**config.mk**
```make
export PLATFORM = sky130hd
export DESIGN_NAME = pdcs_clamp
export DESIGN_NICKNAME = d
export VERILOG_FILES = /design/src/rtl/core/pdcs_pkg.sv /design/src/rtl/core/pdcs_clamp.sv
export SDC_FILE = /design/constraint.sdc
export NUM_CORES = 1
export LEC_CHECK = 0
export BUFFER_PORTS_ARGS = -buffer_cell sky130_fd_sc_hd__buf_4
export CORE_MARGIN = 2
export CORE_UTILIZATION = 40
export CTS_CLUSTER_DIAMETER = 150
export CTS_CLUSTER_SIZE = 40
export DETAILED_ROUTE_END_ITERATION = 8
export PLACE_DENSITY = 0.67
export SLEW_MARGIN = 5
export SYNTH_ARGS = -nofsm -noshare
export SYNTH_HDL_FRONTEND = slang
export SYNTH_SLANG_ARGS = --single-unit
```
**constraint.sdc**
```tcl
create_clock -name aclk -period 2.9 [get_ports aclk]
set_input_delay 0.29 -clock aclk [delete_from_list [all_inputs] [get_ports aclk]]
set_output_delay 0.29 -clock aclk [all_outputs]
set_load 0.03 [all_outputs]
```
**src/rtl/core/pdcs_pkg.sv**
```systemverilog
// ----------------------------------------------------------------------------
// pdcs_pkg
// Shared widths, register indexes, input type codes and pipeline control
// types for the pot dead-band command scaler.
// ----------------------------------------------------------------------------
package pdcs_pkg;

    // Default number of live bits in a raw sample
    localparam int SAMPLE_WIDTH = 16;

    // Field widths
    localparam int RAW_W      = 16;   // raw sample as carried on the bus
    localparam int CMD_W      = 16;   // command word
    localparam int CFG_IDX_W  = 3;    // register index
    localparam int CFG_DATA_W = 16;   // widest register
    localparam int TYPE_W     = 2;
    localparam int BAND_W     = 15;   // dead band and out_max

    // Datapath widths
    localparam int EDGE_W  = 18;      // cal_mid +/- dead_band
    localparam int DIFF_W  = 18;      // x - a and b - a
    localparam int SCALE_W = 16;      // d - c, between -32768 and 32767
    localparam int PROD_W  = DIFF_W + SCALE_W;
    localparam int MAG_W   = PROD_W - 1;  // product magnitude
    localparam int DEN_W   = DIFF_W;      // divisor magnitude

    // Input type codes
    localparam logic [TYPE_W-1:0] TYPE_DISABLED = 2'd0;
    localparam logic [TYPE_W-1:0] TYPE_NORMAL   = 2'd1;
    localparam logic [TYPE_W-1:0] TYPE_CENTRE   = 2'd2;

    // Register indexes
    localparam logic [CFG_IDX_W-1:0] REG_INPUT_TYPE = 3'd0;
    localparam logic [CFG_IDX_W-1:0] REG_CAL_MIN    = 3'd1;
    localparam logic [CFG_IDX_W-1:0] REG_CAL_MID    = 3'd2;
    localparam logic [CFG_IDX_W-1:0] REG_CAL_MAX    = 3'd3;
    localparam logic [CFG_IDX_W-1:0] REG_DEAD_BAND  = 3'd4;
    localparam logic [CFG_IDX_W-1:0] REG_OUT_MIN    = 3'd5;
    localparam logic [CFG_IDX_W-1:0] REG_OUT_MAX    = 3'd6;

    // Configuration register set
    typedef struct packed {
        logic [TYPE_W-1:0]        input_type;
        logic signed [RAW_W-1:0]  cal_min;
        logic signed [RAW_W-1:0]  cal_mid;
        logic signed [RAW_W-1:0]  cal_max;
        logic [BAND_W-1:0]        dead_band;
        logic signed [CMD_W-1:0]  out_min;
        logic [BAND_W-1:0]        out_max;
    } cfg_t;

    // Per-word control that travels down the pipeline
    typedef struct packed {
        logic                     zero;   // command is 0 with no fault
        logic                     fault;  // span was zero
        logic                     neg;    // quotient is negative
        logic signed [CMD_W-1:0]  lo;     // lower clamp bound
        logic signed [CMD_W-1:0]  hi;     // upper clamp bound
    } ctrl_t;

endpackage

```
**src/rtl/core/pdcs_clamp.sv**
```systemverilog
// ----------------------------------------------------------------------------
// pdcs_clamp
// Two stages: apply the quotient sign, then clamp to the segment bounds and
// force zero for the dead band, a disabled input or a zero span. The second
// stage is the output register.
// ----------------------------------------------------------------------------
module pdcs_clamp (
    input  logic                               aclk,
    input  logic                               aresetn,
    input  logic                               en,
    input  logic                               in_valid,
    input  logic [pdcs_pkg::MAG_W-1:0]         in_quotient,
    input  pdcs_pkg::ctrl_t                    in_ctrl,
    output logic                               out_valid,
    output logic signed [pdcs_pkg::CMD_W-1:0]  out_command,
    output logic                               out_fault
);

    localparam int MAG_W  = pdcs_pkg::MAG_W;
    localparam int PROD_W = pdcs_pkg::PROD_W;
    localparam int CMD_W  = pdcs_pkg::CMD_W;

    // Stage A: signed quotient
    logic signed [PROD_W-1:0]  q_pos, q_neg, q_next;

    assign q_pos  = $signed({1'b0, in_quotient});
    assign q_neg  = -q_pos;
    assign q_next = in_ctrl.neg ? q_neg : q_pos;

    logic                      sa_valid_reg;
    logic signed [PROD_W-1:0]  sa_q_reg;
    pdcs_pkg::ctrl_t           sa_ctrl_reg;

    always_ff @(posedge aclk) begin
        if (!aresetn) begin
            sa_valid_reg <= 1'b0;
        end else if (en) begin
            sa_valid_reg <= in_valid;
        end
    end

    always_ff @(posedge aclk) begin
        if (en) begin
            sa_q_reg    <= q_next;
            sa_ctrl_reg <= in_ctrl;
        end
    end

    // Stage B: clamp and force zero
    logic signed [PROD_W-1:0]  lo_wide, hi_wide;
    logic signed [CMD_W-1:0]   cmd_next;

    assign lo_wide = $signed({{(PROD_W-CMD_W){sa_ctrl_reg.lo[CMD_W-1]}}, sa_ctrl_reg.lo});
    assign hi_wide = $signed({{(PROD_W-CMD_W){sa_ctrl_reg.hi[CMD_W-1]}}, sa_ctrl_reg.hi});

    always_comb begin
        if (sa_ctrl_reg.zero || sa_ctrl_reg.fault) begin
            cmd_next = '0;
        end else if (sa_q_reg < lo_wide) begin
            cmd_next = sa_ctrl_reg.lo;
        end else if (sa_q_reg > hi_wide) begin
            cmd_next = sa_ctrl_reg.hi;
        end else begin
            cmd_next = sa_q_reg[CMD_W-1:0];
        end
    end

    logic                      sb_valid_reg;
    logic signed [CMD_W-1:0]   sb_cmd_reg;
    logic                      sb_fault_reg;

    always_ff @(posedge aclk) begin
        if (!aresetn) begin
            sb_valid_reg <= 1'b0;
        end else if (en) begin
            sb_valid_reg <= sa_valid_reg;
        end
    end

    always_ff @(posedge aclk) begin
        if (en) begin
            sb_cmd_reg   <= cmd_next;
            sb_fault_reg <= sa_ctrl_reg.fault;
        end
    end

    assign out_valid   = sb_valid_reg;
    assign out_command = sb_cmd_reg;
    assign out_fault   = sb_fault_reg;

endmodule

```
* Word-level counts from Yosys, hierarchy flattened
Cells that the tools add are included.
Operators by class: add/subtract/negate cells 1, muxes and demuxes 3, reduce and logical (&&, ||, !) cells 1, $lt $le $gt $ge 2
Operators with widths (count):
- 34-bit by 16-bit greater-than comparator with 1-bit output | 1
- 34-bit by 16-bit < comparator with 1-bit output | 1
- 33-bit negation with 34-bit output | 1
- 33-bit two-way mux | 1
- 16-bit two-way mux | 2
- 1-bit logical OR | 1
Storage, ports and cells: word-level logic and storage cells 17, input port bits 72, bits in registers 87

* Depth between registers and ports, before layout
depth after elaboration 3, gate-level depth with buffers 12

* Worst setup path after synthesis
OpenSTA, ideal clock, no wires.
path kind reg-to-reg, start point reg sa_ctrl_reg, in the netlist lo_wide[15], end point reg sb_cmd_reg[10], in the netlist out_command[10] (data pin), arrival 2.867 ns, path buffers 1, cell stages (with the launch flop) 12, setup slack -0.114 ns, data required time 2.753 ns, period minus slack after synthesis 3.014 ns, path through edfxtp_1 -> inv_1 -> ha_1 -> a21oi_1 -> nor2_1 -> a211oi_1 -> o21ai_0 -> a221oi_1 -> o41ai_2 -> a2111oi_4 -> clkbuf_1 -> o2bb2ai_1
On the way: longest elaborated chain between the ends 2
RTL lines:
- start, declared | line pdcs_clamp.sv:32 | pdcs_pkg::ctrl_t sa_ctrl_reg;
- start signal, assigned | line pdcs_clamp.sv:45 | sa_ctrl_reg <= in_ctrl;
- 34-bit by 16-bit < comparator with 1-bit output | line pdcs_clamp.sv:59 | end else if (sa_q_reg < lo_wide) begin
- 16-bit two-way mux | line pdcs_clamp.sv:59
- end signal, assigned | line pdcs_clamp.sv:82 | sb_cmd_reg <= cmd_next;
- end, declared | line pdcs_clamp.sv:69 | logic signed [CMD_W-1:0] sb_cmd_reg;
Every way passes these cells. A chain may end at the register's enable or synchronous reset.

* Worst setup path in the final report
start point reg sa_ctrl_reg, in the netlist hi_wide[15], end point reg sb_cmd_reg[12], in the netlist out_command[12] (data pin)
On the way: longest elaborated chain between the ends 3
RTL lines:
- 34-bit by 16-bit greater-than comparator with 1-bit output | line pdcs_clamp.sv:61 | end else if (sa_q_reg > hi_wide) begin
- 16-bit two-way mux | line pdcs_clamp.sv:61
- 16-bit two-way mux | line pdcs_clamp.sv:59
Every way passes these cells.

==> impl_metrics.tcl <==
set metrics [dict create \
    outcome "finished, final reports clean" \
    cts.sinks 87 \
    synth_ff_type "edfxtp_1" \
    synth_async_sr_flop_share_pct 0 \
    crit_cells 13 \
    final_cell_count_no_fill 732 \
    synth_cells 434 \
    cap_violations 0 \
    numPlacedInstances 703 \
    crit_fanout 8 \
    track_usage_pct 18.1 \
    worst_pin_slew_ps 590 \
    grt_max_degree 52 \
    max_freq_mhz 350 \
    cp_cell_sequence "inv_2 > buf_12 > ha_1 > nand4_1 > nor4_2 > buf_4 > nand3_2 > or2_1 > a31oi_1 > o21a_4 > buf_8 > mux2i_2 > o2bb2ai_2" \
    die_h_um 119 \
    place_congestion 0.854 \
    cp_slowest_cell "edfxtp_1" \
    ys_top_cells_by_count "edfxtp_1 (85), ha_1 (68), inv_1 (35)" \
    synth_top_cell_by_area "edfxtp_1" \
    setup_violations 0 \
    cts_max_path_buffers 2 \
    cts_root_buf "clkbuf_16" \
    synth.top_cell.area_share_pct 48.5 \
    routed-via-count 3834 \
    relSlewSlack_pct 60.3 \
    wl_mm 12.4 \
    coreArea_um2 12700 \
    netlist_area_um2 5260 \
    clk_pin_slew_worst_paths_ps 60 \
    routedWlPerCell_um 16.9 \
    ios 90 \
    utilization_pct 55.8 \
    dp_hpwl_mm 8.83 \
    synth_edf_count 85 \
    path_buf_inv 4 \
    die_w_um 119 \
    syn_to_final_growth_pct 34.9 \
    hold_viol_final 0 \
    cts_tree "done" \
    layout.nets 695 \
    max_stage_delay_ps 350 \
    overflow 0 \
    rsz0062_at_grt "yes" \
    criticalPathCategory "register to register" \
    vias_per_cell 5.24 \
    cp_top_family "simple AND/OR/NAND/NOR gates" \
    start_util_pct 41.4 \
    fillerInstances 1097 \
    numCtsBuffers 9 \
    synth.most_common_cell "edfxtp_1" \
    hp-class "input pin to register" \
    synth.yosys.seq_area_share_pct 49.3 \
    ant_nets 0 \
    drc 0 \
    first_pass_iters 6 \
    min_path_cells 1 \
    drive_gt1_share_pct 34.6 \
    largest_reg_flops 34 \
    cp-start-kind "register" \
    final_max_slew_viol_count 0 \
    synth-seq-cells 87 \
    crit_required_ps 3010 \
    yosysWarnings 0 \
    hold_buffers 0 \
    rr_worst_depth 13 \
    n_antenna_cell 0 \
    die_area_um2 14100 \
    leakagePower_nw 2.86 \
    whs_ps 111 \
    grt_pass1_vias 4011 \
    port_buffers 89 \
    critPathCaptureType "register" \
    arrival_ps 2960 \
    period_needed_ps 2850 \
    ys_top_cells_by_area "edfxtp_1 (49%), ha_1 (16%), xnor2_1 (5.2%)" \
    synth_cell_types 49 \
    finalCritPeriodShare_pct 98.4 \
    antenna_found_initial 0 \
    p_per_area_nw_per_um2 531 \
    std_cell_rows 41 \
    worstSkewPairLatency_ps 350 \
    syn-num-nets 574 \
    vdd_drop_max_mv 0.307 \
    grt_pass1_wl_mm 19.9 \
    skew_ps 3.87 \
    h-tree-depth 3 \
    synth_area_per_cell_um2 12.1 \
    drt_iter0_drc 170 \
]
==> layout by cell type, fill, tap and decap left out, types with 3 or more instances in the layout <==
cell | synthesis | final
clkbuf_16 | 0 | 10
nand2_1 | 29 | 28
o2bb2ai_2 | 0 | 3
nand2b_1 | 4 | 4
o21ai_0 | 18 | 14
nor2b_1 | 4 | 4
mux2i_1 | 18 | 15
nand4_1 | 10 | 10
nor4_2 | 2 | 4
buf_8 | 0 | 3
buf_4 | 1 | 104
buf_12 | 0 | 3
a21oi_2 | 0 | 6
clkinvlp_4 | 0 | 4
xnor2_1 | 31 | 31
edfxtp_1 | 85 | 85
o31ai_2 | 3 | 3
o2bb2ai_1 | 16 | 13
nor2_1 | 11 | 9
or3_1 | 3 | 3
o41ai_1 | 3 | 3
ha_1 | 68 | 49
nand3_1 | 6 | 5
o31ai_1 | 6 | 6
a21oi_1 | 27 | 21
buf_6 | 0 | 6
inv_1 | 35 | 33
ha_4 | 0 | 19
mux2i_2 | 0 | 3
a21o_1 | 7 | 7
o21ai_1 | 2 | 6
==> path summary, 6_finish.rpt <==
kind,startpoint,endpoint,slack [ps]
worst max-delay path,hi_wide[15]$_DFFE_PP_,out_command[12]$_SDFFCE_PP0P_,50
worst min-delay path,in_ctrl[16],lo_wide[0]$_DFFE_PP_,110
worst max register to register,hi_wide[15]$_DFFE_PP_,out_command[12]$_SDFFCE_PP0P_,50
worst min register to register,sa_valid_reg$_SDFFE_PN0P_,out_valid$_SDFFE_PN0P_,520
==> power breakdown <==
group          total, W  switching [W]  internal [W]
Clock           0.00118       0.000489      0.000693
Combinational  0.000967       0.000485      0.000482
Sequential      0.00162      0.0000982       0.00152
==> metal layers <==
layer / share of wire [%] / up-vias / global-route usage [%]
li1: - / 1895 / -
met1: 43 / 1835 / 22.0
met2: 50 / 87 / 30.4
met3: 4.6 / 17 / 4.58
met4: 2.1 / 0 / 8.04
met5: 0 / - / 0
==> cell type report <==
class	count	area, um^2	area share, %
inverter	35	135	1.90
multi-input combinational	305	2870	40.4
sequential	87	2590	36.5
clock inverter	6	70.1	0.987
tap	172	215	3.03
clock buffer	10	239	3.37
timing repair buffer	117	978	13.8
==> per-stage QoR <==
step	setup WS (ps)	cell area [um^2]	setup TNS, ps	total power, W
finish	46.5	7100	0	0.00377
global route	-121	7100	-1570	0.00396
CTS	15.8	6760	0	0.00367
detailed placement	-57.7	6260	-447	0.00242
global placement	10.4	6260	0	0.00238
floorplan	-55.4	5270	-554	0.00210
==> kinds of logic (layout without fill, tap and decap cells) <==
| kind of cell | after synthesis | after routing | synth area share [%] |
|---|---|---|---|
| buffers and inverters | 42 | 168 | 3.09 |
| AND/OR/NAND/NOR | 88 | 88 | 9.39 |
| adder cells (fa/ha/maj) | 68 | 68 | 16.2 |
| AO/OA/AOI/OAI | 100 | 100 | 13.5 |
| XOR/XNOR | 31 | 31 | 5.16 |
| flip-flops | 87 | 87 | 49.3 |
| multiplexers | 18 | 18 | 3.42 |
==> timing repair <==
item                       4_1_cts  5_1_grt
pin swaps                        3       18
setup endpoints to repair       14       16
gates resized for setup         16       47
gates cloned                     2        1
setup buffers                    5        5
Note: power is estimated with default switching activity, not from simulation.
