`src/rtl/core/pdcs_pkg.sv`:
```
// ----------------------------------------------------------------------------
// pdcs_pkg
// Shared widths, register indexes, input type codes and pipeline control
// types for the pot dead-band command scaler.
// ----------------------------------------------------------------------------
package pdcs_pkg;

    // Default number of live bits in a raw sample
    localparam int SAMPLE_WIDTH = 16;

    // Field widths
    localparam int RAW_W      = 16;   // raw sample as carried on the bus
    localparam int CMD_W      = 16;   // command word
    localparam int CFG_IDX_W  = 3;    // register index
    localparam int CFG_DATA_W = 16;   // widest register
    localparam int TYPE_W     = 2;
    localparam int BAND_W     = 15;   // dead band and out_max

    // Datapath widths
    localparam int EDGE_W  = 18;      // cal_mid +/- dead_band
    localparam int DIFF_W  = 18;      // x - a and b - a
    localparam int SCALE_W = 16;      // d - c, between -32768 and 32767
    localparam int PROD_W  = DIFF_W + SCALE_W;
    localparam int MAG_W   = PROD_W - 1;  // product magnitude
    localparam int DEN_W   = DIFF_W;      // divisor magnitude

    // Input type codes
    localparam logic [TYPE_W-1:0] TYPE_DISABLED = 2'd0;
    localparam logic [TYPE_W-1:0] TYPE_NORMAL   = 2'd1;
    localparam logic [TYPE_W-1:0] TYPE_CENTRE   = 2'd2;

    // Register indexes
    localparam logic [CFG_IDX_W-1:0] REG_INPUT_TYPE = 3'd0;
    localparam logic [CFG_IDX_W-1:0] REG_CAL_MIN    = 3'd1;
    localparam logic [CFG_IDX_W-1:0] REG_CAL_MID    = 3'd2;
    localparam logic [CFG_IDX_W-1:0] REG_CAL_MAX    = 3'd3;
    localparam logic [CFG_IDX_W-1:0] REG_DEAD_BAND  = 3'd4;
    localparam logic [CFG_IDX_W-1:0] REG_OUT_MIN    = 3'd5;
    localparam logic [CFG_IDX_W-1:0] REG_OUT_MAX    = 3'd6;

    // Configuration register set
    typedef struct packed {
        logic [TYPE_W-1:0]        input_type;
        logic signed [RAW_W-1:0]  cal_min;
        logic signed [RAW_W-1:0]  cal_mid;
        logic signed [RAW_W-1:0]  cal_max;
        logic [BAND_W-1:0]        dead_band;
        logic signed [CMD_W-1:0]  out_min;
        logic [BAND_W-1:0]        out_max;
    } cfg_t;

    // Per-word control that travels down the pipeline
    typedef struct packed {
        logic                     zero;   // command is 0 with no fault
        logic                     fault;  // span was zero
        logic                     neg;    // quotient is negative
        logic signed [CMD_W-1:0]  lo;     // lower clamp bound
        logic signed [CMD_W-1:0]  hi;     // upper clamp bound
    } ctrl_t;

endpackage

```
`src/rtl/core/pdcs_div.sv`:
```
// ----------------------------------------------------------------------------
// pdcs_div
// Pipelined restoring divider on magnitudes: one quotient bit per stage,
// one stage per dividend bit. Dividend bits shift out of the top of the
// word while quotient bits shift in at the bottom.
// ----------------------------------------------------------------------------
module pdcs_div (
    input  logic                        aclk,
    input  logic                        aresetn,
    input  logic                        en,
    input  logic                        in_valid,
    input  logic [pdcs_pkg::MAG_W-1:0]  in_dividend,
    input  logic [pdcs_pkg::DEN_W-1:0]  in_divisor,
    input  pdcs_pkg::ctrl_t             in_ctrl,
    output logic                        out_valid,
    output logic [pdcs_pkg::MAG_W-1:0]  out_quotient,
    output pdcs_pkg::ctrl_t             out_ctrl
);

    localparam int MAG_W = pdcs_pkg::MAG_W;
    localparam int DEN_W = pdcs_pkg::DEN_W;

    logic                 vld_reg [MAG_W];
    logic [MAG_W-1:0]     quo_reg [MAG_W];
    logic [DEN_W-1:0]     rem_reg [MAG_W];
    logic [DEN_W-1:0]     dvs_reg [MAG_W];
    pdcs_pkg::ctrl_t      ctl_reg [MAG_W];

    for (genvar k = 0; k < MAG_W; k++) begin : g_stage
        logic              vld_in;
        logic [MAG_W-1:0]  quo_in;
        logic [DEN_W-1:0]  rem_in;
        logic [DEN_W-1:0]  dvs_in;
        pdcs_pkg::ctrl_t   ctl_in;
        logic [DEN_W:0]    rem_sh;
        logic [DEN_W:0]    rem_diff;
        logic              fits;
        logic [MAG_W-1:0]  quo_next;
        logic [DEN_W-1:0]  rem_next;

        if (k == 0) begin : g_first
            assign vld_in = in_valid;
            assign quo_in = in_dividend;
            assign rem_in = '0;
            assign dvs_in = in_divisor;
            assign ctl_in = in_ctrl;
        end else begin : g_next
            assign vld_in = vld_reg[k-1];
            assign quo_in = quo_reg[k-1];
            assign rem_in = rem_reg[k-1];
            assign dvs_in = dvs_reg[k-1];
            assign ctl_in = ctl_reg[k-1];
        end

        // Bring down the next dividend bit and try the subtract
        assign rem_sh   = {rem_in, quo_in[MAG_W-1]};
        assign rem_diff = rem_sh - {1'b0, dvs_in};
        assign fits     = rem_sh >= {1'b0, dvs_in};
        assign rem_next = fits ? rem_diff[DEN_W-1:0] : rem_sh[DEN_W-1:0];
        assign quo_next = {quo_in[MAG_W-2:0], fits};

        always_ff @(posedge aclk) begin
            if (!aresetn) begin
                vld_reg[k] <= 1'b0;
            end else if (en) begin
                vld_reg[k] <= vld_in;
            end
        end

        always_ff @(posedge aclk) begin
            if (en) begin
                quo_reg[k] <= quo_next;
                rem_reg[k] <= rem_next;
                dvs_reg[k] <= dvs_in;
                ctl_reg[k] <= ctl_in;
            end
        end
    end

    assign out_valid    = vld_reg[MAG_W-1];
    assign out_quotient = quo_reg[MAG_W-1];
    assign out_ctrl     = ctl_reg[MAG_W-1];

endmodule

```
`config.mk`:
```
export PLATFORM = sky130hd
export DESIGN_NAME = pdcs_div
export DESIGN_NICKNAME = d
export VERILOG_FILES = /design/src/rtl/core/pdcs_pkg.sv /design/src/rtl/core/pdcs_div.sv
export SDC_FILE = /design/constraint.sdc
export NUM_CORES = 2
export LEC_CHECK = 0
export BUFFER_PORTS_ARGS = -buffer_cell sky130_fd_sc_hd__buf_2
export CORE_MARGIN = 5
export CORE_UTILIZATION = 50
export DETAILED_ROUTE_END_ITERATION = 8
export HOLD_SLACK_MARGIN = 0.08
export MAX_ROUTING_LAYER = met4
export PLACE_DENSITY = 0.76
export SKIP_LAST_GASP = 1
export SYNTH_ARGS = -nofsm -noshare
export SYNTH_HDL_FRONTEND = slang
export SYNTH_SLANG_ARGS = --single-unit
```
`constraint.sdc`:
```
create_clock -name aclk -period 5.8 [get_ports aclk]
set_clock_uncertainty 0.1 [all_clocks]
set_input_delay 0.58 -clock aclk [delete_from_list [all_inputs] [get_ports aclk]]
set_output_delay 0.58 -clock aclk [all_outputs]
set_load 0.02 [all_outputs]
```
Yosys cells after proc, flatten, opt, wreduce, memory -nomap -nowiden
Memories as Yosys holds them, arrays and structs flattened.
Cells that the tools add are included.
{ "totals": {"ff_bits": 0, "mem_bits_rw": 3465, "inputBits": 90, "memories": 5} }
{ "memory_table": {"columns": ["name", "depth", "word_bits", "read_ports", "rd_ports_with_merged_regs", "write_ports", "line_no", "text"], "rows": [
  ["ctl_reg", 33, 35, 33, 0, 33, "pdcs_div.sv:27", "pdcs_pkg::ctrl_t ctl_reg [MAG_W];"],
  ["quo_reg", 33, 33, 33, 0, 33, "pdcs_div.sv:24", "logic [MAG_W-1:0] quo_reg [MAG_W];"],
  ["dvs_reg", 33, 18, 32, 0, 33, "pdcs_div.sv:26", "logic [DEN_W-1:0] dvs_reg [MAG_W];"],
  ["rem_reg", 33, 18, 32, 0, 33, "pdcs_div.sv:25", "logic [DEN_W-1:0] rem_reg [MAG_W];"],
  ["vld_reg", 33, 1, 33, 0, 33, "pdcs_div.sv:23", "logic vld_reg [MAG_W];"]
]} }
{ "classes": {"n_addsub": 33, "n_lt_le_gt_ge": 33, "mux": 71, "n_bitwise": 33} }
{ "ops": {"columns": ["op", "count"], "rows": [
  [">= comparator 19 x 18 -> 1 bit", 32],
  ["2-to-1 mux 18 bit", 33],
  ["subtractor 18 bit", 32],
  ["2-to-1 mux 1 bit", 38],
  ["OR 1 bit", 33],
  [">= comparator 1 x 18 -> 1 bit", 1],
  ["subtractor 1 x 18 -> 18 bit", 1]
]} }

Logic depth before layout (Yosys ltp)
{ "logic_depth": {"ltp_word": 4, "ltp_mapped": 14, "depth_no_buf": 12} }

Least setup slack after synthesis
OpenSTA, ideal clock, no wires.
{ "synth_path": {"path_kind": "register to register", "startpoint": "memory quo_reg[0][230] in the netlist's numbering", "endpoint": "memory rem_reg[0][140] in the netlist's numbering, data pin", "arrival_time_ps": 2818, "slack_ps": 2613, "stages_incl_launch_ff": 13, "n_path_buf": 0, "period_less_slack_ps": 3187, "cell_sequence": "edfxtp_1 -> inv_1 -> ha_1 -> inv_1 -> fa_1 -> a211oi_1 -> o21ai_0 -> a211oi_1 -> nor2_1 -> or4b_2 -> a31oi_1 -> xor2_1 -> o21ai_0"} }
{ "synth_rtl": {"columns": ["element", "line_no"], "rows": [
  ["start, declared", "pdcs_div.sv:24"],
  ["end, declared", "pdcs_div.sv:25"]
]} }

==> results.sh <==
export IMPL_status="completed"
export IMPL_yosysWarningCount=0
export IMPL_synth_area_per_cell_sq_um=16.4
export IMPL_core_region_area_sq_um=276000
export IMPL_global_route_overflow_total=0
export IMPL_worst_setup_path_end_kind="register"
export IMPL_tritoncts="yes"
export IMPL_buffer_ports_inserted=158
export IMPL_post_route_cells_drive_above_1_share_pct=12.8
export IMPL_data_required_time_of_the_critical_path_ns=6.32
export IMPL_wire_per_inst_microns=18.8
export IMPL_area_sequential_sq_um=103000
export IMPL_fmaxAchievable_mhz=263
export IMPL_drt_wl_total_mm=244
export IMPL_row_count=193
export IMPL_nets=9721
export IMPL_max_cap_viol_count=0
export IMPL_synth_edf_count=3428
export IMPL_cts_htree_levels=5
export IMPL_synth_cell_type_count=100
export IMPL_mostFrequentLayoutCells="edfxtp_1 (3428), inv_1 (734), ha_1 (578), a21oi_1 (456), nor2_1 (395)"
export IMPL_rr_startpoint="dvs_reg[0][380]"
export IMPL_cell_with_the_largest_stage_delay_on_the_worst_path="a31oi_2"
export IMPL_syn2layout_area_growth_pct=13.2
export IMPL_use_met2_pct=27.7
export IMPL_ffs_latches_synth=3429
export IMPL_holdPathStages=1
export IMPL_min_path_type="input pin to register"
export IMPL_vdd_ir_drop_max_mv=0.288
export IMPL_post_cts_repair_setup_buffers=0
export IMPL_synth_cells=8449
export IMPL_power_clock_fraction_pct=28.5
export IMPL_cp_max_fo=10
export IMPL_cts_hold_buffers=88
export IMPL_period_minus_slack_ns=3.80
export IMPL_clk_transition_reported_paths_ns=0.06
export IMPL_drt_drc_violations_left=0
export IMPL_multiInputGateArea_sq_um=32300
export IMPL_top_usage_layer="met2"
export IMPL_die_area_sq_um=287000
export IMPL_floorplan_die_width_microns=536
export IMPL_relSlewSlack_pct=19.2
export IMPL_finalMaxSlewViolations=0
export IMPL_clock_sink_count=3429
export IMPL_hold_ws_ns=0.224
export IMPL_intPower_mw=55.4
export IMPL_wire_length_of_the_first_global_routing_pass_mm=387
export IMPL_share_seq_of_total_power_pct=43.5
export IMPL_global_route_usage_met3_pct=2.12
export IMPL_rsz0062_at_grt="no"
export IMPL_static_leakage_power_nw=58.0
export IMPL_power_density_normalized_to_cell_area_nw_per_um2=502
export IMPL_vias_per_cell=5.31
export IMPL_swShare_pct=29.7
export IMPL_die_height_microns=536
export IMPL_timing_hold_worst_endpoint="quo_reg[0][5]"
export IMPL_layout_worst_path_cycle_share_pct=65.5
export IMPL_finalHoldViolCount=0
export IMPL_antenna_violations_before_repair=4
export IMPL_setup_viol=0
export IMPL_tritoncts_num_buffers=349
export IMPL_max_clock_path_buffers=4
export IMPL_fin_tns_setup_ns=0
export IMPL_insertion_delay_ns=0.92
export IMPL_finalCoreUtilization_pct=56.8
export IMPL_synth_fp_nets=9148
export IMPL_cts_root_buffer_cell="clkbuf_16"
export IMPL_grt_start_max_net_pins=177
export IMPL_detailedRoute_firstPassIterationCount=6
export IMPL_hpwlAfterDp_mm=163
export IMPL_route_vias_total=69100
export IMPL_syn_cell_area_sq_um=138000
export IMPL_final_replace_weighted_congestion=0.894
export IMPL_cts_resized=0
export IMPL_switchingPower_mw=23.4
export IMPL_global_route_usage_total_pct=17.3
export IMPL_register_to_register_setup_slack_ns=2.00
export IMPL_crit_reg2reg_capture="rem_reg[0][404]"
export IMPL_ys_seq_area_share_pct=74.4
export IMPL_worstSetupStartpointType="register"
export IMPL_io_pin_count=159
export IMPL_starting_density_of_the_core_pct=50.1
export IMPL_synth_flop_cell="edfxtp_1"
export IMPL_critical_path_max_stage_delay_ns=0.56
export IMPL_worst_slew_pin_slew_ns=1.21
export IMPL_critical_path_cell_chain="inv_1 -> ha_1 -> o21ai_0 -> a21oi_1 -> a21oi_1 -> o21ai_0 -> a32oi_1 -> o31ai_1 -> a31oi_2 -> buf_4 -> mux2_2"
export IMPL_final_common_cell="edfxtp_1"
export IMPL_combinational_power_share_pct=28.0
export IMPL_r2r_cells=11
export IMPL_filler_cell_count=21100
export IMPL_critical_path_class="register to register"
export IMPL_worst_hold_startpoint="en"
export IMPL_worst_ep_arrival_time_ns=4.32
export IMPL_number_of_flip_flops_under_the_largest_register_name=1155
export IMPL_met1_resource_use_gr_pct=23.4
export IMPL_drt_antenna_violating_nets=0
export IMPL_first_iter_violations=5186
export IMPL_postSynth_asyncResetShare_pct=0
export IMPL_grt_pass1_vias=69500
## worst max-delay path by stage
stage	startpoint	endpoint	slack [ns]	cells after the start
final	dvs_reg[0][380]	rem_reg[0][404]	2.00	11
after detailed placement	dvs_reg[0][19]	rem_reg[0][46]	2.04	10
after global placement	rem_reg[0][92]	rem_reg[0][114]	2.11	7
after CTS	rem_reg[0][18]	rem_reg[0][46]	2.00	9
after global routing	dvs_reg[0][93]	rem_reg[0][118]	1.72	8
after floorplan	quo_reg[0][230]	rem_reg[0][140]	2.61	12
## worst max-delay path: cells and delay by family (launching register included)
kind,cells,cell delay [ns]
compound gates,7,1.87
fa+ha+maj,1,0.37
buf+inv,2,0.39
flops,1,0.45
mux,1,0.38
## power groups by stage
stage / clock network, mW / logic, mW / registers [mW]
3_5_place_dp: 0 / 21.7 / 34.8
5_1_grt: 24.3 / 24.3 / 34.6
6_report: 22.5 / 22.0 / 34.3
2_1_floorplan: 0 / 16.9 / 33.6
3_3_place_gp: 0 / 21.3 / 34.8
4_1_cts: 23.2 / 22.0 / 34.3
## metrics by stage
| stage | power [mW] | std cells | area (sq um) | worst slack (ns) |
|---|---|---|---|---|
| final | 78.7 | 13000 | 157000 | 2.00 |
| after CTS | 79.5 | 13000 | 157000 | 2.00 |
| after detailed placement | 56.5 | 12300 | 144000 | 2.04 |
| after global placement | 56.1 | 12300 | 144000 | 2.11 |
| after floorplan | 50.5 | 8449 | 138000 | 2.61 |
| after global routing | 83.1 | 13000 | 157000 | 1.72 |
## metal layers
layer / vias to the layer above / share of wire [%]
li1: 33300 / -
met1: 33900 / 45
met2: 1476 / 48
met4: 0 / 2.8
met5: - / 0
met3: 462 / 4.0
## Yosys cell counts (8+ instances only)
library cell | number | area (sq um)
inv_1 | 734 | 2760
o21bai_1 | 55 | 413
o21a_1 | 123 | 923
fa_1 | 31 | 621
or2_2 | 15 | 93.8
clkbuf_1 | 56 | 210
nor4_1 | 42 | 263
o211ai_1 | 35 | 263
o2111ai_1 | 8 | 70.1
or4b_2 | 8 | 80.1
o31a_1 | 51 | 447
o21ai_1 | 10 | 50.1
nand2_1 | 229 | 860
and2_1 | 24 | 150
buf_4 | 10 | 75.1
o31ai_1 | 36 | 270
edfxtp_1 | 3428 | 103000
a31oi_1 | 32 | 200
mux2i_1 | 38 | 380
mux2_4 | 8 | 120
nor3_1 | 71 | 355
a21o_1 | 148 | 1110
or3_1 | 18 | 113
a21oi_1 | 456 | 2280
a211o_1 | 21 | 184
ha_1 | 578 | 7230
a21boi_0 | 23 | 173
nand4_1 | 96 | 601
o311ai_0 | 8 | 70.1
buf_2 | 16 | 80.1
mux2_2 | 389 | 4380
and3_1 | 80 | 500
nand2b_1 | 48 | 300
a211oi_1 | 51 | 383
nand3_1 | 86 | 430
or4_1 | 9 | 67.6
xnor2_1 | 263 | 2300
o21ai_0 | 309 | 1550
nor2b_1 | 95 | 594
xor2_1 | 142 | 1240
nor2_1 | 395 | 1480
and4_1 | 9 | 78.8
a221o_1 | 9 | 90.1
## logic make-up after synthesis
kind of cell	after synthesis	synth area share [%]
AND/OR/NAND/NOR	1258	4.53
multiplexers	440	3.57
buffers and inverters	827	2.31
XOR/XNOR	405	2.56
adder cells (fa/ha/maj)	609	5.67
AO/OA/AOI/OAI	1481	6.98
flip-flops	3429	74.4
## layout make-up
type	instances	share of cell area [%]
Multi-Input combinational cell	4193	20.6
Inverter	736	1.76
Clock inverter	214	1.70
Timing Repair Buffer	313	1.57
Tap cell	3705	2.96
Clock buffer	419	5.74
Antenna cell	2	0.00319
Sequential cell	3429	65.7
No activity file was read; power rests on OpenSTA's default activity.
