### src/rtl/core/pdcs_pkg.sv
// ----------------------------------------------------------------------------
// pdcs_pkg
// Shared widths, register indexes, input type codes and pipeline control
// types for the pot dead-band command scaler.
// ----------------------------------------------------------------------------
package pdcs_pkg;

    // Default number of live bits in a raw sample
    localparam int SAMPLE_WIDTH = 16;

    // Field widths
    localparam int RAW_W      = 16;   // raw sample as carried on the bus
    localparam int CMD_W      = 16;   // command word
    localparam int CFG_IDX_W  = 3;    // register index
    localparam int CFG_DATA_W = 16;   // widest register
    localparam int TYPE_W     = 2;
    localparam int BAND_W     = 15;   // dead band and out_max

    // Datapath widths
    localparam int EDGE_W  = 18;      // cal_mid +/- dead_band
    localparam int DIFF_W  = 18;      // x - a and b - a
    localparam int SCALE_W = 16;      // d - c, between -32768 and 32767
    localparam int PROD_W  = DIFF_W + SCALE_W;
    localparam int MAG_W   = PROD_W - 1;  // product magnitude
    localparam int DEN_W   = DIFF_W;      // divisor magnitude

    // Input type codes
    localparam logic [TYPE_W-1:0] TYPE_DISABLED = 2'd0;
    localparam logic [TYPE_W-1:0] TYPE_NORMAL   = 2'd1;
    localparam logic [TYPE_W-1:0] TYPE_CENTRE   = 2'd2;

    // Register indexes
    localparam logic [CFG_IDX_W-1:0] REG_INPUT_TYPE = 3'd0;
    localparam logic [CFG_IDX_W-1:0] REG_CAL_MIN    = 3'd1;
    localparam logic [CFG_IDX_W-1:0] REG_CAL_MID    = 3'd2;
    localparam logic [CFG_IDX_W-1:0] REG_CAL_MAX    = 3'd3;
    localparam logic [CFG_IDX_W-1:0] REG_DEAD_BAND  = 3'd4;
    localparam logic [CFG_IDX_W-1:0] REG_OUT_MIN    = 3'd5;
    localparam logic [CFG_IDX_W-1:0] REG_OUT_MAX    = 3'd6;

    // Configuration register set
    typedef struct packed {
        logic [TYPE_W-1:0]        input_type;
        logic signed [RAW_W-1:0]  cal_min;
        logic signed [RAW_W-1:0]  cal_mid;
        logic signed [RAW_W-1:0]  cal_max;
        logic [BAND_W-1:0]        dead_band;
        logic signed [CMD_W-1:0]  out_min;
        logic [BAND_W-1:0]        out_max;
    } cfg_t;

    // Per-word control that travels down the pipeline
    typedef struct packed {
        logic                     zero;   // command is 0 with no fault
        logic                     fault;  // span was zero
        logic                     neg;    // quotient is negative
        logic signed [CMD_W-1:0]  lo;     // lower clamp bound
        logic signed [CMD_W-1:0]  hi;     // upper clamp bound
    } ctrl_t;

endpackage

### src/rtl/core/pdcs_operand.sv
// ----------------------------------------------------------------------------
// pdcs_operand
// Two stages: sign-extend the sample and form the band edges, then pick the
// mapping segment and form x - a, b - a and the output span.
// ----------------------------------------------------------------------------
module pdcs_operand #(
    parameter int SAMPLE_WIDTH = pdcs_pkg::SAMPLE_WIDTH
) (
    input  logic                                 aclk,
    input  logic                                 aresetn,
    input  logic                                 en,
    input  logic                                 in_valid,
    input  logic [pdcs_pkg::RAW_W-1:0]           in_sample,
    input  pdcs_pkg::cfg_t                       cfg,
    output logic                                 out_valid,
    output logic signed [pdcs_pkg::DIFF_W-1:0]   out_xa,
    output logic signed [pdcs_pkg::DIFF_W-1:0]   out_den,
    output logic signed [pdcs_pkg::SCALE_W-1:0]  out_scale,
    output pdcs_pkg::ctrl_t                      out_ctrl
);

    localparam int RAW_W     = pdcs_pkg::RAW_W;
    localparam int EDGE_W    = pdcs_pkg::EDGE_W;
    localparam int DIFF_W    = pdcs_pkg::DIFF_W;
    localparam int SCALE_W   = pdcs_pkg::SCALE_W;
    localparam int BAND_W    = pdcs_pkg::BAND_W;
    localparam int EXT_SHIFT = RAW_W - SAMPLE_WIDTH;

    // Stage 1 registers
    logic                       s1_valid_reg;
    logic signed [RAW_W-1:0]    s1_raw_reg;
    logic signed [EDGE_W-1:0]   s1_edge_lo_reg, s1_edge_hi_reg;
    logic [1:0]                 s1_type_reg;
    logic signed [RAW_W-1:0]    s1_cal_min_reg, s1_cal_max_reg, s1_cal_mid_reg;
    logic signed [SCALE_W-1:0]  s1_out_max_reg, s1_lo_lim_reg;

    logic signed [RAW_W-1:0]    raw_shl, raw_ext;
    logic signed [EDGE_W-1:0]   mid_ext, band_ext;
    logic signed [EDGE_W-1:0]   edge_lo_next, edge_hi_next;
    logic signed [SCALE_W-1:0]  out_max_next, lo_lim_next;

    // Sign-extend the live sample bits
    assign raw_shl = $signed(in_sample << EXT_SHIFT);
    assign raw_ext = raw_shl >>> EXT_SHIFT;

    // Band edges around the centre
    assign mid_ext      = $signed({{(EDGE_W-RAW_W){cfg.cal_mid[RAW_W-1]}}, cfg.cal_mid});
    assign band_ext     = $signed({{(EDGE_W-BAND_W){1'b0}}, cfg.dead_band});
    assign edge_lo_next = mid_ext - band_ext;
    assign edge_hi_next = mid_ext + band_ext;

    // Lower output limit, never above zero
    assign out_max_next = $signed({{(SCALE_W-BAND_W){1'b0}}, cfg.out_max});
    assign lo_lim_next  = (!cfg.out_min[SCALE_W-1] && (cfg.out_min != '0)) ? '0
                                                                          : cfg.out_min;

    always_ff @(posedge aclk) begin
        if (!aresetn) begin
            s1_valid_reg <= 1'b0;
        end else if (en) begin
            s1_valid_reg <= in_valid;
        end
    end

    always_ff @(posedge aclk) begin
        if (en) begin
            s1_raw_reg     <= raw_ext;
            s1_edge_lo_reg <= edge_lo_next;
            s1_edge_hi_reg <= edge_hi_next;
            s1_type_reg    <= cfg.input_type;
            s1_cal_min_reg <= cfg.cal_min;
            s1_cal_max_reg <= cfg.cal_max;
            s1_cal_mid_reg <= cfg.cal_mid;
            s1_out_max_reg <= out_max_next;
            s1_lo_lim_reg  <= lo_lim_next;
        end
    end

    // Stage 2: segment select
    logic signed [EDGE_W-1:0]   raw_wide, min_wide, max_wide;
    logic signed [EDGE_W-1:0]   a_sel, b_sel;
    logic signed [SCALE_W-1:0]  d_sel;
    logic                       in_band, upper;
    pdcs_pkg::ctrl_t            ctrl_next;
    logic signed [DIFF_W-1:0]   xa_next, den_next;

    assign raw_wide = $signed({{(EDGE_W-RAW_W){s1_raw_reg[RAW_W-1]}}, s1_raw_reg});
    assign min_wide = $signed({{(EDGE_W-RAW_W){s1_cal_min_reg[RAW_W-1]}}, s1_cal_min_reg});
    assign max_wide = $signed({{(EDGE_W-RAW_W){s1_cal_max_reg[RAW_W-1]}}, s1_cal_max_reg});
    assign in_band  = (raw_wide > s1_edge_lo_reg) && (raw_wide < s1_edge_hi_reg);
    assign upper    = s1_raw_reg > s1_cal_mid_reg;

    always_comb begin
        a_sel           = '0;
        b_sel           = '0;
        d_sel           = '0;
        ctrl_next.zero  = 1'b1;
        ctrl_next.fault = 1'b0;
        ctrl_next.neg   = 1'b0;
        ctrl_next.lo    = '0;
        ctrl_next.hi    = '0;
        case (s1_type_reg)
            pdcs_pkg::TYPE_NORMAL: begin
                a_sel          = min_wide;
                b_sel          = max_wide;
                d_sel          = s1_out_max_reg;
                ctrl_next.zero = 1'b0;
                ctrl_next.hi   = s1_out_max_reg;
            end
            pdcs_pkg::TYPE_CENTRE: begin
                if (in_band) begin
                    ctrl_next.zero = 1'b1;
                end else if (upper) begin
                    a_sel          = s1_edge_hi_reg;
                    b_sel          = max_wide;
                    d_sel          = s1_out_max_reg;
                    ctrl_next.zero = 1'b0;
                    ctrl_next.hi   = s1_out_max_reg;
                end else begin
                    a_sel          = s1_edge_lo_reg;
                    b_sel          = min_wide;
                    d_sel          = s1_lo_lim_reg;
                    ctrl_next.zero = 1'b0;
                    ctrl_next.lo   = s1_lo_lim_reg;
                end
            end
            default: begin
                ctrl_next.zero = 1'b1;
            end
        endcase
    end

    assign xa_next  = raw_wide - a_sel;
    assign den_next = b_sel - a_sel;

    // Stage 2 registers
    logic                       s2_valid_reg;
    logic signed [DIFF_W-1:0]   s2_xa_reg, s2_den_reg;
    logic signed [SCALE_W-1:0]  s2_scale_reg;
    pdcs_pkg::ctrl_t            s2_ctrl_reg;

    always_ff @(posedge aclk) begin
        if (!aresetn) begin
            s2_valid_reg <= 1'b0;
        end else if (en) begin
            s2_valid_reg <= s1_valid_reg;
        end
    end

    always_ff @(posedge aclk) begin
        if (en) begin
            s2_xa_reg    <= xa_next;
            s2_den_reg   <= den_next;
            s2_scale_reg <= d_sel;
            s2_ctrl_reg  <= ctrl_next;
        end
    end

    assign out_valid = s2_valid_reg;
    assign out_xa    = s2_xa_reg;
    assign out_den   = s2_den_reg;
    assign out_scale = s2_scale_reg;
    assign out_ctrl  = s2_ctrl_reg;

endmodule

### config.mk
export PLATFORM = sky130hd
export DESIGN_NAME = pdcs_operand
export DESIGN_NICKNAME = d
export VERILOG_FILES = /design/src/rtl/core/pdcs_pkg.sv /design/src/rtl/core/pdcs_operand.sv
export SDC_FILE = /design/constraint.sdc
export NUM_CORES = 1
export LEC_CHECK = 0
export BUFFER_PORTS_ARGS = -buffer_cell sky130_fd_sc_hd__buf_2
export CAP_MARGIN = 5
export CORE_ASPECT_RATIO = 0.75
export CORE_UTILIZATION = 57
export CTS_CLUSTER_DIAMETER = 150
export DETAILED_ROUTE_END_ITERATION = 16
export MAX_ROUTING_LAYER = met4
export PLACE_DENSITY = 0.81
export SLEW_MARGIN = 5
export SYNTH_ARGS = -nofsm -noshare
export SYNTH_HDL_FRONTEND = slang
export SYNTH_SLANG_ARGS = --single-unit
export TNS_END_PERCENT = 1
### constraint.sdc
create_clock -name aclk -period 4.9 [get_ports aclk]
set_input_delay 0.245 -clock aclk [delete_from_list [all_inputs] [get_ports aclk]]
set_output_delay 0.245 -clock aclk [all_outputs]
set_load 0.01 [all_outputs]
Yosys cells after proc, flatten, opt, wreduce, memory -nomap -nowiden

Index checks and enable logic that the tools add are counted.

Output and inout bits: 88
Bits in registers: 220
Input bits: 116
Logic and storage cells: 46

Mux-type cells: 14
$add $sub $neg: 4
Order comparisons: 3
Reductions and logical operators: 5
Eq/ne operators: 2
Bitwise gates (word level): 1

Operator list:

| operator           | count |
|---|---|
| $mux 18            | 4 |
| $pmux 18 s2        | 2 |
| $mux 16            | 2 |
| $pmux 16 s2        | 1 |
| $mux 15            | 2 |
| $pmux 15 s2        | 1 |
| $gt 16x18->1       | 1 |
| $lt 16x18->1       | 1 |
| $sub 16x18->18     | 1 |
| $sub 18x18->18     | 1 |
| $add 16x16->17     | 1 |
| $sub 16x16->17     | 1 |
| $gt 16x16->1       | 1 |
| $reduce_bool 16->1 | 1 |
| $reduce_or 3->1    | 1 |
| $eq 2x1->1 const B | 1 |
| $eq 2x2->1 const B | 1 |
| $logic_and 1x1->1  | 2 |
| $pmux 1 s2         | 1 |
| $logic_not 1->1    | 1 |
| $mux 1             | 1 |
| $not 1->1          | 1 |

Logic depth before layout (Yosys ltp)

Depth after elaboration: 5
Mapped depth: 22
Mapped depth without buffers: 19

Worst setup path before layout

Ideal clock, no wire load.

Kind: register to register
Start point: register s1_raw_reg[8]
End point: register s2_den_reg[14], in the netlist out_den[14] (data pin)
Slack: 0.444 ns
Buffers on the path: 3
Period minus slack after synthesis: 4.456 ns
Arrival: 4.170 ns
Cell stages (with the launch flop): 22
Data required time: 4.615 ns
Setup time: 0.285 ns
Cell sequence: edfxtp_1 -> ha_1 -> a21o_1 -> a21oi_1 -> nor2_1 -> o41a_1 -> o311a_1 -> buf_2 -> a21o_1 -> buf_6 -> buf_6 -> a22oi_1 -> ha_1 -> inv_1 -> fa_1 -> a21o_1 -> a21oi_1 -> nor2b_1 -> o211ai_1 -> a31oi_1 -> nand4_1 -> o311ai_0

Longest elaborated chain between the ends: 5
Elaborated cells between the ends (all ways): 11
Classes of those cells: add/sub (1); order compare (3); mux (6); reduce/logical (1)

RTL lines:

| item                                         | line                                    | RTL |
|---|---|---|
| start, declared                              | pdcs_operand.sv:31                      | `logic signed [RAW_W-1:0] s1_raw_reg;` |
| start signal, assigned                       | pdcs_operand.sv:67                      | `s1_raw_reg <= raw_ext;` |
| $gt 16x16->1 (tied with other cells)         | pdcs_operand.sv:91                      | `assign upper = s1_raw_reg > s1_cal_mid_reg;` |
| $mux 18 or $logic_and 1x1->1 (tied branches) | pdcs_operand.sv:113, pdcs_operand.sv:90 |  |
| $mux 18                                      | pdcs_operand.sv:111                     | `if (in_band) begin` |
| $pmux 18 s2                                  | pdcs_operand.sv:102                     | `case (s1_type_reg)` |
| $sub 18x18->18 (*)                           | pdcs_operand.sv:134                     | `assign den_next = b_sel - a_sel;` |
| named net den_next[14]                       | pdcs_operand.sv:85                      | `logic signed [DIFF_W-1:0] xa_next, den_next;` |
| end signal, assigned                         | pdcs_operand.sv:153                     | `s2_den_reg <= den_next;` |
| end, declared                                | pdcs_operand.sv:138                     | `logic signed [DIFF_W-1:0] s2_xa_reg, s2_den_reg;` |

Mark *: on every way through the listed nets, which the timed path passes. The rest lies on a longest branch.
A chain may end at the register's enable or synchronous reset.

Final worst setup path

Start point: register s1_raw_reg[3]
End point: register s2_den_reg[11], in the netlist out_den[11] (data pin)

The elaborated chain is that of the path after synthesis.

==> impl_metrics.env <==
export IMPL_setup_ws_ns=0.142
export IMPL_via_count=8700
export IMPL_drt_first_iter_violations=670
export IMPL_worst_slew_pin_transition_ns=1.07
export IMPL_synthToLayoutAreaGrowth_pct=24.2
export IMPL_rows=45
export IMPL_port_buffers=200
export IMPL_grt_pass1_vias=8233
export IMPL_largest_reg_flops=32
export IMPL_initial_core_util_pct=58.3
export IMPL_route_antenna_remaining_nets=0
export IMPL_core_area_sq_mm=0.0203
export IMPL_crit_arrival_ns=5.01
export IMPL_antenna_found_initial=2
export IMPL_start_kind="register"
export IMPL_max_cap_viol_count=0
export IMPL_critical_path_class="reg2reg"
export IMPL_netSwitchingFraction_pct=29.4
export IMPL_setup_viol=0
export IMPL_ys_async_sr_fraction_pct=0
export IMPL_power_density_mw_per_mm2=380
export IMPL_path_buf_inv=1
export IMPL_die_x_um=169
export IMPL_multi_input_area_sq_mm=0.00491
export IMPL_synth_most_common_cell="edfxtp_1"
export IMPL_p_seq_share_pct=43.8
export IMPL_gp_congestion=0.905
export IMPL_rsz0062_at_grt="true"
export IMPL_stdcell_area_sq_mm=0.0147
export IMPL_combPwrFrac_pct=27.7
export IMPL_outcome="complete, no violations"
export IMPL_ir_drop_mv=0.227
export IMPL_gr_total_overflow=0
export IMPL_ctsRootBufferMaster="clkbuf_16"
export IMPL_design_final_nets=1485
export IMPL_placed_area_sq_mm=0.0132
export IMPL_power_switching_uw=1640
export IMPL_register_area_sq_mm=0.00647
export IMPL_reg2regPathDepth=17
export IMPL_finalCritPeriodShare_pct=97.1
export IMPL_synthesis_area_sq_mm=0.0119
export IMPL_met1_usage_pct=38.9
export IMPL_hold_path_cell_count=3
export IMPL_power_leakage_uw=0.00633
export IMPL_cp_max_fo=28
export IMPL_design_die_area_sq_mm=0.0214
export IMPL_period_minus_slack_ns=4.76
export IMPL_syn_instance_count=960
export IMPL_yosys_area_top_type_share_pct=54.2
export IMPL_ys_seq_area_share_pct=54.5
export IMPL_maxSlewViolCount=0
export IMPL_grt_util_all_layers_pct=27.2
export IMPL_hold_violations=0
export IMPL_cpPeakStageDelay_ns=0.49
export IMPL_post_place_ws_ns=0.0785
export IMPL_cts_sinks=216
export IMPL_wire_per_inst_um=18.4
export IMPL_synth_edf_count=214
export IMPL_drt_wl_total_um=28500
export IMPL_synth_cell_types=63
export IMPL_first_pass_iters=4
export IMPL_fin_util_pct=72.4
export IMPL_finalClockSkew_ns=0.0169
export IMPL_cp_end_kind="register"
export IMPL_r2r_slack_ns=0.14
export IMPL_drc=0
export IMPL_hpwl_um=20100
export IMPL_final_layout_size_suffix_gt1_share_pct=20.3
export IMPL_use_met2_pct=42.2
export IMPL_io_pins=204
export IMPL_slew_headroom_pct=28.6
export IMPL_crit_family="compound AO/OA/AOI/OAI gates"
export IMPL_synth_seq_cells=216
export IMPL_grt_pass1_wl_um=43900
export IMPL_cp_required_ns=5.15
export IMPL_clockPowerShare_pct=28.6
export IMPL_grt_max_degree=118
export IMPL_fmax_mhz=210
export IMPL_fp_dieH_um=127
export IMPL_yosys_top_cells_area="edfxtp_1, ha_1, inv_1"
export IMPL_vias_per_cell=5.63
export IMPL_yosysTopAreaCell="edfxtp_1"
export IMPL_path_common_cell="a21o_1"
export IMPL_yosysWarnings=0
export IMPL_worstPathCellList="ha_1, a21o_1, a21o_1, a221o_1, a221oi_2, o31ai_1, nor3_2, buf_6, a22o_1, ha_1, a21o_1, a21o_1, o31ai_2, a211oi_1, or3b_2, a21oi_1, xnor2_1"
export IMPL_slowest_stage="edfxtp_1"
export IMPL_synth_common_cells="edfxtp_1, ha_1, inv_1, a21oi_1, and2_1"
export IMPL_path_clk_slew_ns=0.07
export IMPL_cts_tree="built"
export IMPL_intPower_uw=3940
export IMPL_synthFlopType="edfxtp_1"
export IMPL_fillers=1378
export IMPL_insertion_delay_ns=0.51
export IMPL_clockBufferDepth=3
export IMPL_h_tree_depth=1
export IMPL_synth_avg_cell_area_sq_um=12.3
export IMPL_cp_depth=17
export IMPL_busiest_layer="met2"
export IMPL_use_met3_pct=3.03
export IMPL_cts_made_buffers=22
export IMPL_hold_class="in2reg"
==> logic make-up after synthesis <==
| logic type | share of synthesized area, % |
|---|---|
| DFF | 54.5 |
| and+or+nand+nor | 10.0 |
| AOI/OAI and AO/OA | 12.9 |
| buffers and inverters | 4.56 |
| adders and majority gates | 12.8 |
| xor gates and xnor gates | 3.40 |
| muxes | 1.69 |
| other | 0.0316 |
==> placed cells by master (no fill, tap or decap), types with 14 or more instances in the layout <==
cell type and n:
nor2_1 38, edfxtp_1 214, and3_1 15, a21oi_1 45, o21ai_0 17, dlygate4sd3_1 81, o21a_1 14, and2_1 42
a22o_1 29, mux2i_1 19, inv_1 100, nor2b_1 22, a22oi_1 17, xnor2_1 33, buf_2 199, nor3_1 28
a21o_1 15, clkbuf_16 22, ha_1 115, nand2_1 18
==> final timing paths <==
check	from	end
worst max register to register	s1_raw_reg[3]	out_den[11]
worst min register to register	s1_valid_reg	s1_valid_reg
worst min-delay path	in_valid	s1_valid_reg
worst max-delay path	s1_raw_reg[3]	out_den[11]
==> power by group through the flow <==
stage	Clock, uW	Sequential, uW	Combinational [uW]
2_1_floorplan	0	2510	889
3_3_place_gp	0	2470	1380
3_5_place_dp	0	2480	1420
4_1_cts	1610	2440	1480
5_1_grt	1700	2470	1680
6_report	1600	2450	1550
==> layout make-up <==
cell class	count	share of cell area, %
tap	282	2.40
clock buffer	27	3.87
clock inverter	8	0.688
sequential	216	43.9
multi-input combinational	617	33.4
timing repair buffer	293	13.2
inverter	100	2.55
antenna	2	0.0340
==> metal layers <==
layer  vias up  share of wire, %
li1       4176                 -
met1      4077                45
met2       411                46
met3        36               7.3
met4         0               1.6
met5         -                 0
==> tightest hold or removal path, cell delays in order <==
cell	delay [ns]
buf_2	0.08
mux2i_1	0.06
nor2b_1	0.10
==> what timing repair did <==
| action | CTS | global route |
|---|---|---|
| hold buffers | 81 | 0 |
| setup buffers | 0 | 4 |
| setup endpoints to repair | 0 | 14 |
| endpoints found under the hold margin | 82 | 0 |
| gates resized for setup | 0 | 14 |
==> metrics by stage <==
stage	hold WS [ns]	setup TNS (ns)	power, uW	std cells
floorplan	0.344	0	3400	962
global placement	0.422	0	3850	1423
detailed placement	0.423	0	3900	1423
CTS	0.00521	0	5530	1539
global route	0.0358	-0.116	5850	1545
finish	0.0146	0	5590	1545
Note: power is estimated with default switching activity, not from simulation.
